$ cat src/rtl/core/glprs_pkg.sv
// ----------------------------------------------------------------------------
// glprs_pkg
// Shared types and constants for the grid low point risk sum block.
// ----------------------------------------------------------------------------
package glprs_pkg;

   localparam int ROW_WIDTH_BITS = 8;
   localparam int SUM_BITS       = 32;

   localparam logic [ROW_WIDTH_BITS-1:0] ROW_WIDTH_RESET = 8'd100;

   typedef enum logic [2:0] {
      ST_IDLE,
      ST_ITEM_RIGHT,
      ST_ITEM_JUDGE,
      ST_FLUSH_CENTRE,
      ST_FLUSH_RIGHT,
      ST_FLUSH_JUDGE,
      ST_EMIT
   } state_type;

   typedef struct packed {
      logic accept;
      logic read_centre;
      logic read_right;
      logic use_flush;
      logic judge_item;
      logic judge_flush;
      logic emit;
   } ctrl_cmd_type;

   typedef struct packed {
      logic last_cell;
      logic flush_end;
      logic rsp_busy;
   } dp_status_type;

endpackage

$ cat src/rtl/core/glprs_ram.sv
// ----------------------------------------------------------------------------
// glprs_ram
// Generic single write port RAM with one registered read port.
// ----------------------------------------------------------------------------
module glprs_ram #(
   parameter int WIDTH = 4,
   parameter int DEPTH = 128
) (
   input  logic                                   clock,
   input  logic                                   wr_en,
   input  logic [(DEPTH > 1 ? $clog2(DEPTH) : 1)-1:0] wr_addr,
   input  logic [WIDTH-1:0]                       wr_data,
   input  logic                                   rd_en,
   input  logic [(DEPTH > 1 ? $clog2(DEPTH) : 1)-1:0] rd_addr,
   output logic [WIDTH-1:0]                       rd_data
);

   logic [WIDTH-1:0] mem_ff [DEPTH];
   logic [WIDTH-1:0] rd_data_ff;

   always_ff @(posedge clock) begin
      if (wr_en) begin
         mem_ff[wr_addr] <= wr_data;
      end
      if (rd_en) begin
         rd_data_ff <= mem_ff[rd_addr];
      end
   end

   assign rd_data = rd_data_ff;

endmodule

$ cat src/rtl/core/glprs_ctrl.sv
// ----------------------------------------------------------------------------
// glprs_ctrl
// Sequencer for item decisions and the end-of-frame flush walk.
// ----------------------------------------------------------------------------
module glprs_ctrl
   import glprs_pkg::*;
(
   input  logic          clock,
   input  logic          reset,
   input  logic          req_valid,
   output logic          req_stall,
   input  dp_status_type status,
   output ctrl_cmd_type  cmd
);

   state_type state_ff;
   state_type state_in;

   always_ff @(posedge clock) begin
      if (reset) begin
         state_ff <= ST_IDLE;
      end else begin
         state_ff <= state_in;
      end
   end

   always_comb begin
      state_in  = state_ff;
      cmd       = '0;
      req_stall = 1'b1;
      case (state_ff)
         ST_IDLE: begin
            req_stall = 1'b0;
            if (req_valid) begin
               cmd.accept      = 1'b1;
               cmd.read_centre = 1'b1;
               state_in        = ST_ITEM_RIGHT;
            end
         end
         ST_ITEM_RIGHT: begin
            cmd.read_right = 1'b1;
            state_in       = ST_ITEM_JUDGE;
         end
         ST_ITEM_JUDGE: begin
            cmd.judge_item = 1'b1;
            state_in       = status.last_cell ? ST_FLUSH_CENTRE : ST_IDLE;
         end
         ST_FLUSH_CENTRE: begin
            cmd.use_flush   = 1'b1;
            cmd.read_centre = 1'b1;
            state_in        = ST_FLUSH_RIGHT;
         end
         ST_FLUSH_RIGHT: begin
            cmd.use_flush  = 1'b1;
            cmd.read_right = 1'b1;
            state_in       = ST_FLUSH_JUDGE;
         end
         ST_FLUSH_JUDGE: begin
            cmd.use_flush   = 1'b1;
            cmd.judge_flush = 1'b1;
            state_in        = status.flush_end ? ST_EMIT : ST_FLUSH_CENTRE;
         end
         ST_EMIT: begin
            if (!status.rsp_busy) begin
               cmd.emit = 1'b1;
               state_in = ST_IDLE;
            end
         end
         default: begin
            state_in = ST_IDLE;
         end
      endcase
   end

endmodule

$ cat src/rtl/core/glprs_datapath.sv
// ----------------------------------------------------------------------------
// glprs_datapath
// Line buffers, neighbour compare, saturating sums and result word register.
// ----------------------------------------------------------------------------
module glprs_datapath
   import glprs_pkg::*;
#(
   parameter int MAX_ROW_WIDTH = 128,
   parameter int HEIGHT_BITS   = 4
) (
   input  logic                      clock,
   input  logic                      reset,
   input  logic                      csr_wr_en,
   input  logic [ROW_WIDTH_BITS-1:0] csr_wr_data,
   input  logic [HEIGHT_BITS-1:0]    req_height,
   input  logic                      req_last_cell,
   input  logic                      rsp_stall,
   output logic                      rsp_valid,
   output logic [SUM_BITS-1:0]       rsp_risk_sum,
   output logic [SUM_BITS-1:0]       rsp_low_point_count,
   input  ctrl_cmd_type              cmd,
   output dp_status_type             status
);

   localparam int IDX_W = (MAX_ROW_WIDTH > 1) ? $clog2(MAX_ROW_WIDTH) : 1;
   localparam int WW    = $clog2(MAX_ROW_WIDTH + 1);
   localparam int CW    = (WW > ROW_WIDTH_BITS) ? WW : ROW_WIDTH_BITS;
   localparam int PW    = (IDX_W + 1 > WW) ? IDX_W + 1 : WW;

   // control and frame state
   logic [ROW_WIDTH_BITS-1:0] row_width_ff, row_width_in;
   logic [IDX_W-1:0]          col_ff, col_in;
   logic [1:0]                rows_ff, rows_in;
   logic [SUM_BITS-1:0]       acc_ff, acc_in;
   logic [SUM_BITS-1:0]       tally_ff, tally_in;
   logic [HEIGHT_BITS-1:0]    left_ff, left_in;
   logic [MAX_ROW_WIDTH-1:0]  mvalid_ff, mvalid_in;
   logic [MAX_ROW_WIDTH-1:0]  uvalid_ff, uvalid_in;
   logic                      rsp_valid_ff, rsp_valid_in;

   // working registers
   logic [HEIGHT_BITS-1:0]    height_ff, height_in;
   logic                      last_ff, last_in;
   logic [WW-1:0]             width_ff, width_in;
   logic [IDX_W-1:0]          k_ff, k_in;
   logic                      part_a_ff, part_a_in;
   logic [HEIGHT_BITS-1:0]    centre_ff, centre_in;
   logic [HEIGHT_BITS-1:0]    upper_ff, upper_in;
   logic [SUM_BITS-1:0]       rsp_sum_ff, rsp_sum_in;
   logic [SUM_BITS-1:0]       rsp_count_ff, rsp_count_in;

   logic [CW-1:0]          csr_ext;
   logic [WW-1:0]          eff_width;
   logic [IDX_W-1:0]       addr;
   logic [IDX_W:0]         addr_next_wide;
   logic [IDX_W-1:0]       addr_next;
   logic                   right_in_range;
   logic [IDX_W-1:0]       mid_rd_addr;
   logic [HEIGHT_BITS-1:0] mid_rd_data;
   logic [HEIGHT_BITS-1:0] up_rd_data;
   logic [HEIGHT_BITS-1:0] centre_val;
   logic [HEIGHT_BITS-1:0] upper_val;
   logic [HEIGHT_BITS-1:0] right_val;
   logic [PW-1:0]          pos_w;
   logic [PW-1:0]          pos_a1;
   logic                   right_exists;
   logic                   hu, hd, hl, hr;
   logic                   judge_en;
   logic                   is_low;
   logic [SUM_BITS:0]      sum_wide;

   // effective row width
   always_comb begin
      csr_ext = CW'(row_width_ff);
      if (csr_ext == '0) begin
         eff_width = WW'(1);
      end else if (csr_ext > CW'(MAX_ROW_WIDTH)) begin
         eff_width = WW'(MAX_ROW_WIDTH);
      end else begin
         eff_width = WW'(csr_ext);
      end
   end

   assign addr           = cmd.use_flush ? k_ff : col_ff;
   assign addr_next_wide = {1'b0, addr} + (IDX_W + 1)'(1);
   assign addr_next      = addr_next_wide[IDX_W-1:0];
   assign right_in_range = addr_next_wide < (IDX_W + 1)'(MAX_ROW_WIDTH);
   assign mid_rd_addr    = cmd.read_right ? addr_next : addr;

   glprs_ram #(
      .WIDTH (HEIGHT_BITS),
      .DEPTH (MAX_ROW_WIDTH)
   ) u_middle_ram (
      .clock   (clock),
      .wr_en   (cmd.judge_item),
      .wr_addr (col_ff),
      .wr_data (height_ff),
      .rd_en   (cmd.read_centre | cmd.read_right),
      .rd_addr (mid_rd_addr),
      .rd_data (mid_rd_data)
   );

   glprs_ram #(
      .WIDTH (HEIGHT_BITS),
      .DEPTH (MAX_ROW_WIDTH)
   ) u_upper_ram (
      .clock   (clock),
      .wr_en   (cmd.judge_item),
      .wr_addr (col_ff),
      .wr_data (centre_ff),
      .rd_en   (cmd.read_centre),
      .rd_addr (addr),
      .rd_data (up_rd_data)
   );

   // unwritten entries read as zero
   assign centre_val = mvalid_ff[addr] ? mid_rd_data : '0;
   assign upper_val  = uvalid_ff[addr] ? up_rd_data : '0;
   assign right_val  = (right_in_range && mvalid_ff[addr_next]) ? mid_rd_data : '0;

   assign pos_w        = PW'(width_ff);
   assign pos_a1       = PW'(addr) + PW'(1);
   assign right_exists = pos_a1 < pos_w;

   // neighbour presence
   always_comb begin
      hd = 1'b0;
      if (cmd.judge_item) begin
         hu = (rows_ff == 2'd2);
         hd = 1'b1;
         hl = (col_ff != '0);
         hr = right_exists;
      end else if (part_a_ff) begin
         hu = (rows_ff == 2'd2);
         hl = 1'b1;
         hr = right_exists;
      end else begin
         hu = (rows_ff != 2'd0);
         hl = (k_ff != '0);
         hr = (k_ff < col_ff);
      end
   end

   assign judge_en = (cmd.judge_item && (rows_ff != 2'd0)) || cmd.judge_flush;
   assign is_low   = (!hu || (centre_ff < upper_ff)) &&
                     (!hd || (centre_ff < height_ff)) &&
                     (!hl || (centre_ff < left_ff)) &&
                     (!hr || (centre_ff < right_val));
   assign sum_wide = {1'b0, acc_ff} + (SUM_BITS + 1)'(centre_ff) + (SUM_BITS + 1)'(1);

   always_comb begin
      row_width_in = row_width_ff;
      col_in       = col_ff;
      rows_in      = rows_ff;
      acc_in       = acc_ff;
      tally_in     = tally_ff;
      left_in      = left_ff;
      mvalid_in    = mvalid_ff;
      uvalid_in    = uvalid_ff;
      rsp_valid_in = rsp_valid_ff;
      height_in    = height_ff;
      last_in      = last_ff;
      width_in     = width_ff;
      k_in         = k_ff;
      part_a_in    = part_a_ff;
      centre_in    = centre_ff;
      upper_in     = upper_ff;
      rsp_sum_in   = rsp_sum_ff;
      rsp_count_in = rsp_count_ff;

      if (csr_wr_en) begin
         row_width_in = csr_wr_data;
      end

      if (rsp_valid_ff && !rsp_stall) begin
         rsp_valid_in = 1'b0;
      end

      if (cmd.accept) begin
         height_in = req_height;
         last_in   = req_last_cell;
         width_in  = eff_width;
      end

      if (cmd.read_right) begin
         centre_in = centre_val;
         upper_in  = upper_val;
      end

      if (judge_en && is_low) begin
         acc_in   = sum_wide[SUM_BITS] ? '1 : sum_wide[SUM_BITS-1:0];
         tally_in = (&tally_ff) ? tally_ff : tally_ff + SUM_BITS'(1);
      end

      if (cmd.judge_item) begin
         left_in           = centre_ff;
         mvalid_in[col_ff] = 1'b1;
         uvalid_in[col_ff] = 1'b1;
         if (last_ff) begin
            if ((rows_ff != 2'd0) && right_exists) begin
               k_in      = addr_next;
               part_a_in = 1'b1;
            end else begin
               k_in      = '0;
               part_a_in = 1'b0;
            end
         end else if (!right_exists) begin
            col_in = '0;
            if (rows_ff != 2'd2) begin
               rows_in = rows_ff + 2'd1;
            end
         end else begin
            col_in = addr_next;
         end
      end

      if (cmd.judge_flush) begin
         left_in = centre_ff;
         if (part_a_ff) begin
            if (right_exists) begin
               k_in = addr_next;
            end else begin
               k_in      = '0;
               part_a_in = 1'b0;
            end
         end else if (k_ff != col_ff) begin
            k_in = addr_next;
         end
      end

      if (cmd.emit) begin
         rsp_valid_in = 1'b1;
         rsp_sum_in   = acc_ff;
         rsp_count_in = tally_ff;
         col_in       = '0;
         rows_in      = 2'd0;
         acc_in       = '0;
         tally_in     = '0;
         left_in      = '0;
         mvalid_in    = '0;
         uvalid_in    = '0;
      end
   end

   always_ff @(posedge clock) begin
      if (reset) begin
         row_width_ff <= ROW_WIDTH_RESET;
         col_ff       <= '0;
         rows_ff      <= 2'd0;
         acc_ff       <= '0;
         tally_ff     <= '0;
         left_ff      <= '0;
         mvalid_ff    <= '0;
         uvalid_ff    <= '0;
         rsp_valid_ff <= 1'b0;
      end else begin
         row_width_ff <= row_width_in;
         col_ff       <= col_in;
         rows_ff      <= rows_in;
         acc_ff       <= acc_in;
         tally_ff     <= tally_in;
         left_ff      <= left_in;
         mvalid_ff    <= mvalid_in;
         uvalid_ff    <= uvalid_in;
         rsp_valid_ff <= rsp_valid_in;
      end
   end

   always_ff @(posedge clock) begin
      height_ff    <= height_in;
      last_ff      <= last_in;
      width_ff     <= width_in;
      k_ff         <= k_in;
      part_a_ff    <= part_a_in;
      centre_ff    <= centre_in;
      upper_ff     <= upper_in;
      rsp_sum_ff   <= rsp_sum_in;
      rsp_count_ff <= rsp_count_in;
   end

   assign status.last_cell = last_ff;
   assign status.flush_end = !part_a_ff && (k_ff == col_ff);
   assign status.rsp_busy  = rsp_valid_ff && rsp_stall;

   assign rsp_valid           = rsp_valid_ff;
   assign rsp_risk_sum        = rsp_sum_ff;
   assign rsp_low_point_count = rsp_count_ff;

endmodule

$ cat src/rtl/core/grid_low_point_risk_sum.sv
// ----------------------------------------------------------------------------
// grid_low_point_risk_sum
// Streaming 4-neighbour low point detector with saturating risk sum.
// ----------------------------------------------------------------------------
// Cells arrive on the req_ channel in row-major order, one height per word;
// req_last_cell marks the final cell of a map. The row width is set through
// csr_wr_en/csr_wr_data (0 acts as 1, values above MAX_ROW_WIDTH clamp); the
// user must write it only while the block is idle; the block does not enforce it.
// Each word passes accept, right-neighbour read and decide before the next.
// The middle line buffer has a single read port, so the centre and right
// neighbour are fetched in turn.
// The final cell then walks the open cells of the last rows (at most row width
// cells), each by centre read, right read and decide, then loads the result word.
// One rsp_ word carries the saturating risk sum and low point count; the
// frame state is then cleared and a new map may start at once.
// If rsp_stall holds, the result word waits in its register; a further
// frame may run meanwhile, held only before loading its own result.
// Synchronous reset clears the frame and sets the row width to 100.
// ----------------------------------------------------------------------------
module grid_low_point_risk_sum
   import glprs_pkg::*;
#(
   parameter int MAX_ROW_WIDTH = 128,
   parameter int HEIGHT_BITS   = 4
) (
   input  logic                      clock,
   input  logic                      reset,
   input  logic                      csr_wr_en,
   input  logic [ROW_WIDTH_BITS-1:0] csr_wr_data,
   input  logic                      req_valid,
   output logic                      req_stall,
   input  logic [HEIGHT_BITS-1:0]    req_height,
   input  logic                      req_last_cell,
   output logic                      rsp_valid,
   input  logic                      rsp_stall,
   output logic [SUM_BITS-1:0]       rsp_risk_sum,
   output logic [SUM_BITS-1:0]       rsp_low_point_count
);

   ctrl_cmd_type  cmd;
   dp_status_type status;

   glprs_ctrl u_ctrl (
      .clock     (clock),
      .reset     (reset),
      .req_valid (req_valid),
      .req_stall (req_stall),
      .status    (status),
      .cmd       (cmd)
   );

   glprs_datapath #(
      .MAX_ROW_WIDTH (MAX_ROW_WIDTH),
      .HEIGHT_BITS   (HEIGHT_BITS)
   ) u_datapath (
      .clock               (clock),
      .reset               (reset),
      .csr_wr_en           (csr_wr_en),
      .csr_wr_data         (csr_wr_data),
      .req_height          (req_height),
      .req_last_cell       (req_last_cell),
      .rsp_stall           (rsp_stall),
      .rsp_valid           (rsp_valid),
      .rsp_risk_sum        (rsp_risk_sum),
      .rsp_low_point_count (rsp_low_point_count),
      .cmd                 (cmd),
      .status              (status)
   );

   // every low point adds at least one to the sum
   a_sum_covers_count: assert property (@(posedge clock) disable iff (reset)
      rsp_valid |-> (rsp_risk_sum >= rsp_low_point_count))
      else $error("risk sum below low point count");

   // a word taken in is followed by busy cycles
   a_accept_then_busy: assert property (@(posedge clock) disable iff (reset)
      (req_valid && !req_stall) |=> req_stall)
      else $error("input taken while an item is in progress");

   // a result appears only from the load step of a flush
   a_result_from_emit: assert property (@(posedge clock) disable iff (reset)
      $rose(rsp_valid) |-> $past(cmd.emit))
      else $error("result word without end of frame");

   // the result slot is never overwritten while held
   a_emit_slot_free: assert property (@(posedge clock) disable iff (reset)
      cmd.emit |-> !(rsp_valid && rsp_stall))
      else $error("result word overwritten while stalled");

endmodule
$ cat config.mk
export PLATFORM = sky130hd
export DESIGN_NAME = grid_low_point_risk_sum
export DESIGN_NICKNAME = d
export VERILOG_FILES = /design/src/rtl/core/glprs_pkg.sv /design/src/rtl/core/glprs_ram.sv /design/src/rtl/core/glprs_ctrl.sv /design/src/rtl/core/glprs_datapath.sv /design/src/rtl/core/grid_low_point_risk_sum.sv
export SDC_FILE = /design/constraint.sdc
export NUM_CORES = 2
export LEC_CHECK = 0
export ABC_AREA = 1
export BUFFER_PORTS_ARGS = -buffer_cell sky130_fd_sc_hd__buf_2
export CORE_ASPECT_RATIO = 2
export CORE_MARGIN = 2
export CORE_UTILIZATION = 50
export DETAILED_ROUTE_END_ITERATION = 6
export PLACE_DENSITY = 0.66
export SYNTH_ARGS = -nofsm -noshare
export SYNTH_HDL_FRONTEND = slang
export SYNTH_SLANG_ARGS = --single-unit
$ cat constraint.sdc
create_clock -name clock -period 7.7 [get_ports clock]
set_clock_uncertainty 0.05 [all_clocks]
set_input_delay 0.385 -clock clock [delete_from_list [all_inputs] [get_ports clock]]
set_output_delay 0.385 -clock clock [all_outputs]
set_load 0.005 [all_outputs]
After elaboration in Yosys (flattened, before gate mapping) --
Memory sizes are Yosys's and may differ from the RTL's. A register that Yosys moved wholly into a read port is not among the register bits. Index checks and enable logic that the tools add are counted.
Cells by class: add/subtract/negate cells 5, multiply operators 0, div/mod/pow operators 0, magnitude comparators 12, equality and inequality tests 12, shift-type cells 0, mux-type cells 53, bitwise gates (word level) 6, reduce and logical (&&, ||, !) cells 38
Operators by type and width (count):
- bitwise OR 128 bit | 2
- two-way mux 7 bit | 9
- adder 32 x 4 -> 33 bit | 1
- adder 33 x 1 -> 33 bit (second input constant) | 1
- adder 32 x 1 -> 32 bit (second input constant) | 1
- two-way mux 32 bit | 1
- AND reduction 32 bit | 1
- two-way mux 1 bit | 28
- < comparator 7 x 8 -> 1 bit (second input constant) | 3
- binary-select mux 1 bit (select 7 bit) | 3
- case mux 3 bit (7 select lines) | 1
- < comparator 4 bit | 4
- nonzero test 7 bit | 2
- two-way mux 4 bit | 3
- logical AND 1 bit | 11
- == test 3 bit (second input constant) | 3
- two-way mux 3 bit | 3
- adder 7 x 1 -> 8 bit (second input constant) | 1
- greater-than comparator 8 bit (second input constant) | 1
- logical NOT 8 bit | 1
- < comparator 8 bit | 1
- < comparator 8 bit (second input constant) | 1
- two-way mux 8 bit | 1
- demux 1 bit (select 7 bit) | 1
- 21 further kinds | 42
Storage, ports and cells: flip-flop bits (word level) 438, latch bits 0, RAM bits 1024, ROM bits 0, input port bits 18, output and inout port bits 66, memories 2
Memory list:
- u_datapath.u_middle_ram.mem_ff | depth 128, bits a word 4, rd ports 1, clocked after memory_dff 1, wr ports 1, line glprs_ram.sv:18 | logic [WIDTH-1:0] mem_ff [DEPTH];
- u_datapath.u_upper_ram.mem_ff | depth 128, bits a word 4, rd ports 1, clocked after memory_dff 1, wr ports 1, line glprs_ram.sv:18

Depth between registers and ports, before layout --
depth after elaboration 14, mapped depth 35

Cells and area by module --
From an unflattened synthesis, not the netlist that was laid out.
Unflattened totals: cell total of the unflattened synthesis 6639, area, all modules 63937.6 µm²
By module, submodules not included:
- glprs_ram | instances 2, cells each 1886, area an instance 21535.7 µm², sequential area each 15494.9 µm²
- glprs_datapath | instances 1, cells each 2825, area an instance 20618.5 µm², sequential area each 9559.2 µm²
- glprs_ctrl | instances 1, cells each 42, area an instance 247.7 µm², sequential area each 60.1 µm²

Least setup slack after synthesis --
OpenSTA, ideal clock, no wires.
path type reg-to-reg, start point register u_ctrl.state_ff[2], end point register u_datapath.mvalid_ff[100], arrival 5.172 ns, data required time 7.522 ns, slack 2.350 ns, cell stages (with the launch flop) 10, buffers on the path 2, path through dfxtp_1 inv_1 nor3_1 inv_1 a21oi_1 nor2_1 clkinv_1 clkbuf_1 clkbuf_1 nor2_1
RTL lines:
- from (decl) | line glprs_ctrl.sv:16 | state_type state_ff;
- from (signal assigned) | line glprs_ctrl.sv:23 | state_ff <= state_in;
- to (signal assigned) | line glprs_datapath.sv:263 | mvalid_ff <= mvalid_in;
- to (decl) | line glprs_datapath.sv:37 | logic [MAX_ROW_WIDTH-1:0] mvalid_ff, mvalid_in;

Final worst setup path --
start point register u_ctrl.state_ff[2], end point register u_datapath.u_middle_ram.rd_data_ff[2], in the netlist u_datapath.u_middle_ram.rd_data[2], read port of u_datapath.u_middle_ram.mem_ff, data pin
Between the ends: word-level cells in the longest chain between the ends 6, elaborated cells between the ends (all ways) 14
Ends and longest elaborated chain:
- == test 3 bit or == test 3 x 2 -> 1 bit (tied branches) | line glprs_ctrl.sv:31 | case (state_ff)
- OR reduction 3 bit (no source line)
- two-way mux 1 bit | line glprs_ctrl.sv:31
- two-way mux 7 bit | line glprs_datapath.sv:84 | assign addr = cmd.use_flush ? k_ff : col_ff;
- adder 7 x 1 -> 8 bit | line glprs_datapath.sv:85 | assign addr_next_wide = {1'b0, addr} + (IDX_W + 1)'(1);
- two-way mux 7 bit | line glprs_datapath.sv:88 | assign mid_rd_addr = cmd.read_right ? addr_next : addr;
- to (decl) | line glprs_ram.sv:19 | logic [WIDTH-1:0] rd_data_ff;
Parallel ways exist; a longest one is shown, timed or not. A chain may end at the register's enable or synchronous reset.

==> impl_metrics.json <==
{
  "grt_max_degree": 195,
  "fillers": 10300,
  "critPathLaunchType": "flop",
  "dpl.hpwl_mm": 116,
  "clk_pin_slew_worst_paths_ps": 70,
  "ios": 84,
  "slew_headroom_pct": 5.46,
  "finalPower_mw": 16.7,
  "utilization_pct": 55.4,
  "initial_core_util_pct": 50.4,
  "ys_ff_latch": 1470,
  "drtIter0Drc": 3851,
  "globalplace.congestion": 0.958,
  "peakVddDrop_uv": 210,
  "status": "finished, violations left",
  "worst_skew_pair.late_latency_ps": 770,
  "synth_common_cells": "1234 x nor2_1, 1117 x edfxtp_1, 713 x o21ai_0, 497 x nand2_1, 353 x dfxtp_1",
  "leakagePower_nw": 22.5,
  "tritoncts": "yes",
  "yosys_most_used_dff": "edfxtp_1",
  "fmax_mhz": 162,
  "ys_warn_count": 0,
  "regArea_um2": 40600,
  "synth-edff-count": 1117,
  "mappedNetlistArea_um2": 60600,
  "die_y_um": 496,
  "worstPathRequired_ps": 8140,
  "die_area_um2": 124000,
  "placedCellCount": 7090,
  "cp-end-kind": "flop",
  "met2_usage_pct": 51.4,
  "h-tree-depth": 3,
  "clockRootBuffer": "clkbuf_16",
  "routedWlPerCell_um": 25.0,
  "slowest_stage": "nor2_1",
  "synth_top_cell_area_share_pct": 55.3,
  "period_share_pct": 80.4,
  "busiest_layer": "met2",
  "synth_nets": 5777,
  "area_growth_pct": 9.92,
  "fin_nets": 5746,
  "synth.distinct_cells": 50,
  "num_rows": 180,
  "numCtsBuffers": 120,
  "tns_ps": 0,
  "whs_ps": 173,
  "drc": 1,
  "worstHoldPathType": "in -> reg",
  "die_x_um": 250,
  "max_cap_viol_count": 0,
  "cts_setup_buffers": 0,
  "min_period_ps": 6190,
  "tightest_slew_ps": 1420,
  "clock_sinks": 1470,
  "synth.avg_cell_area_um2": 10.6,
  "antenna_found_initial": 9,
  "synth_most_common_cell": "nor2_1",
  "ys_seq_area_share_pct": 67.0,
  "drt-total-wl_mm": 184,
  "hold_viol_final": 0,
  "core_um2": 120000,
  "grt_pass1_wl_mm": 271,
  "cp_slowest_stage_delay_ps": 670,
  "grt_use_total_pct": 29.3,
  "firstDrtPassIters": 7,
  "crit_buf_inv": 4,
  "slew_violations": 0,
  "grt_setup_unrepaired": "false",
  "viasPerCell": 6.06,
  "first_global_vias": 43600,
  "async_flop_share_pct": 0,
  "crit_family": "simple AND/OR/NAND/NOR gates",
  "clockBufferDepth": 3,
  "cp_max_fo": 88,
  "p_per_area_nw_per_um2": 251,
  "syn_inst": 5724,
  "grt.met1_usage_pct": 30.3,
  "critPathKind": "reg -> reg",
  "multi_input_area_um2": 17300,
  "finalSetupViolations": 0,
  "vias": 44500,
  "synth_area_leaders": "edfxtp_1 55%, dfxtp_1 12%, nor2_1 7.6%",
  "cp_cell_sequence": "inv_1, nand3_4, nand4_1, nand2_8, buf_4, nand2_1, nand2_4, inv_8, buf_4, o21ai_0, o22ai_1, o21ai_0, o21ai_1, nor2_1, o21ai_1, nor2_1, a31oi_1",
  "portBuffers": 83,
  "ant_nets": 0,
  "cp.arrival_ps": 6640,
  "layout-drive-gt1-share_pct": 7.26,
  "yosys.area.top_type": "edfxtp_1",
  "violations": "design-rule violations",
  "use_met3_pct": 5.08,
  "grt-ovfl-total": 0,
  "final_cells": 7346
}
-- stage by stage --
stage	instance area [um2]	setup WS, ps
6_report	66600	1510
2_1_floorplan	60600	2350
3_3_place_gp	62400	1660
3_5_place_dp	62400	1510
4_1_cts	66600	1490
5_1_grt	66600	1070
-- timing repair --
| item | CTS | global route |
|---|---|---|
| hold buffers | 27 | 0 |
| endpoints found under the hold margin | 16 | 0 |
| gates resized for setup | 0 | 0 |
-- flip-flops by register name, summed over array words and instances, names as in the netlist --
name,flops
u_datapath.mvalid_ff,128
u_datapath.rows_ff,2
u_datapath.part_a_ff,1
u_ctrl.state_ff,3
u_datapath.rsp_risk_sum,32
u_datapath.tally_ff,32
u_datapath.left_ff,4
u_datapath.centre_ff,4
u_datapath.pos_w,8
u_datapath.u_middle_ram.rd_data,4
u_datapath.acc_ff,32
u_datapath.upper_ff,4
u_datapath.uvalid_ff,128
u_datapath.k_ff,7
u_datapath.u_upper_ram.mem_ff,512
u_datapath.height_ff,4
u_datapath.u_upper_ram.rd_data,4
u_datapath.last_ff,1
u_datapath.rsp_valid,1
u_datapath.u_middle_ram.mem_ff,512
u_datapath.rsp_low_point_count,32
u_datapath.col_ff,7
u_datapath.csr_ext,8
-- cell families after synthesis --
| kind of cell | synth area share [%] |
|---|---|
| AOI/OAI and AO/OA | 12.4 |
| and+or+nand+nor | 14.8 |
| xor gates and xnor gates | 0.332 |
| adders and majority gates | 0.735 |
| buffers and inverters | 4.77 |
| DFF | 67.0 |
-- layer usage --
metal | share of wire [%] | wire length [um]
met4 | 9.8 | 17900
met1 | 33 | 60400
met3 | 6.8 | 12400
met5 | 0.030 | 55
met2 | 51 | 92900
-- worst min-delay path: cells and delay by family --
| family | cells | cell delay (ps) |
|---|---|---|
| AO/OA/AOI/OAI | 1 | 320 |
| buffers and inverters | 1 | 150 |
| AND/OR/NAND/NOR | 1 | 80 |
-- layout make-up --
| type | instances | area share (%) |
|---|---|---|
| flip-flops and latches | 1470 | 60.9 |
| multi-input cells | 3539 | 25.9 |
| clock buffers | 159 | 4.98 |
| well taps | 1547 | 2.90 |
| repair buffers | 205 | 2.22 |
| inverters | 357 | 2.04 |
| clock inverters | 68 | 1.03 |
| diodes | 1 | 0.00376 |
-- power breakdown --
part | switching [mW] | leakage (nW) | total (mW) | internal, mW
combinational | 1.37 | 7.59 | 1.77 | 0.398
sequential | 0.0290 | 13.0 | 8.67 | 8.65
clock | 2.91 | 1.93 | 6.30 | 3.39
total | 4.31 | 22.5 | 16.7 | 12.4
-- placed cells by master, fill, tap and decap left out, drive strengths merged, types with 28 or more instances in the layout --
| master | count |
|---|---|
| o211ai | 28 |
| o22ai | 163 |
| clkinv | 40 |
| inv | 362 |
| dfxtp | 353 |
| clkbuf | 159 |
| nand3 | 296 |
| o21ai | 734 |
| nand2 | 506 |
| nor2 | 1236 |
| o221ai | 136 |
| a21oi | 165 |
| edfxtp | 1117 |
| nand4 | 94 |
| ha | 34 |
| nor3 | 33 |
| buf | 178 |
-- worst paths after layout --
path,startpoint,to,slack (ps),cells past startpoint
worst max-delay path,u_ctrl.state_ff[2],u_datapath.u_middle_ram.rd_data[2],1510,17
worst min-delay path,req_valid,u_ctrl.state_ff[0],170,3
worst max register to register,u_ctrl.state_ff[2],u_datapath.u_middle_ram.rd_data[2],1510,17
worst min register to register,u_datapath.tally_ff[5],u_datapath.rsp_low_point_count[5],380,0
(Power assumes the default switching activity.)
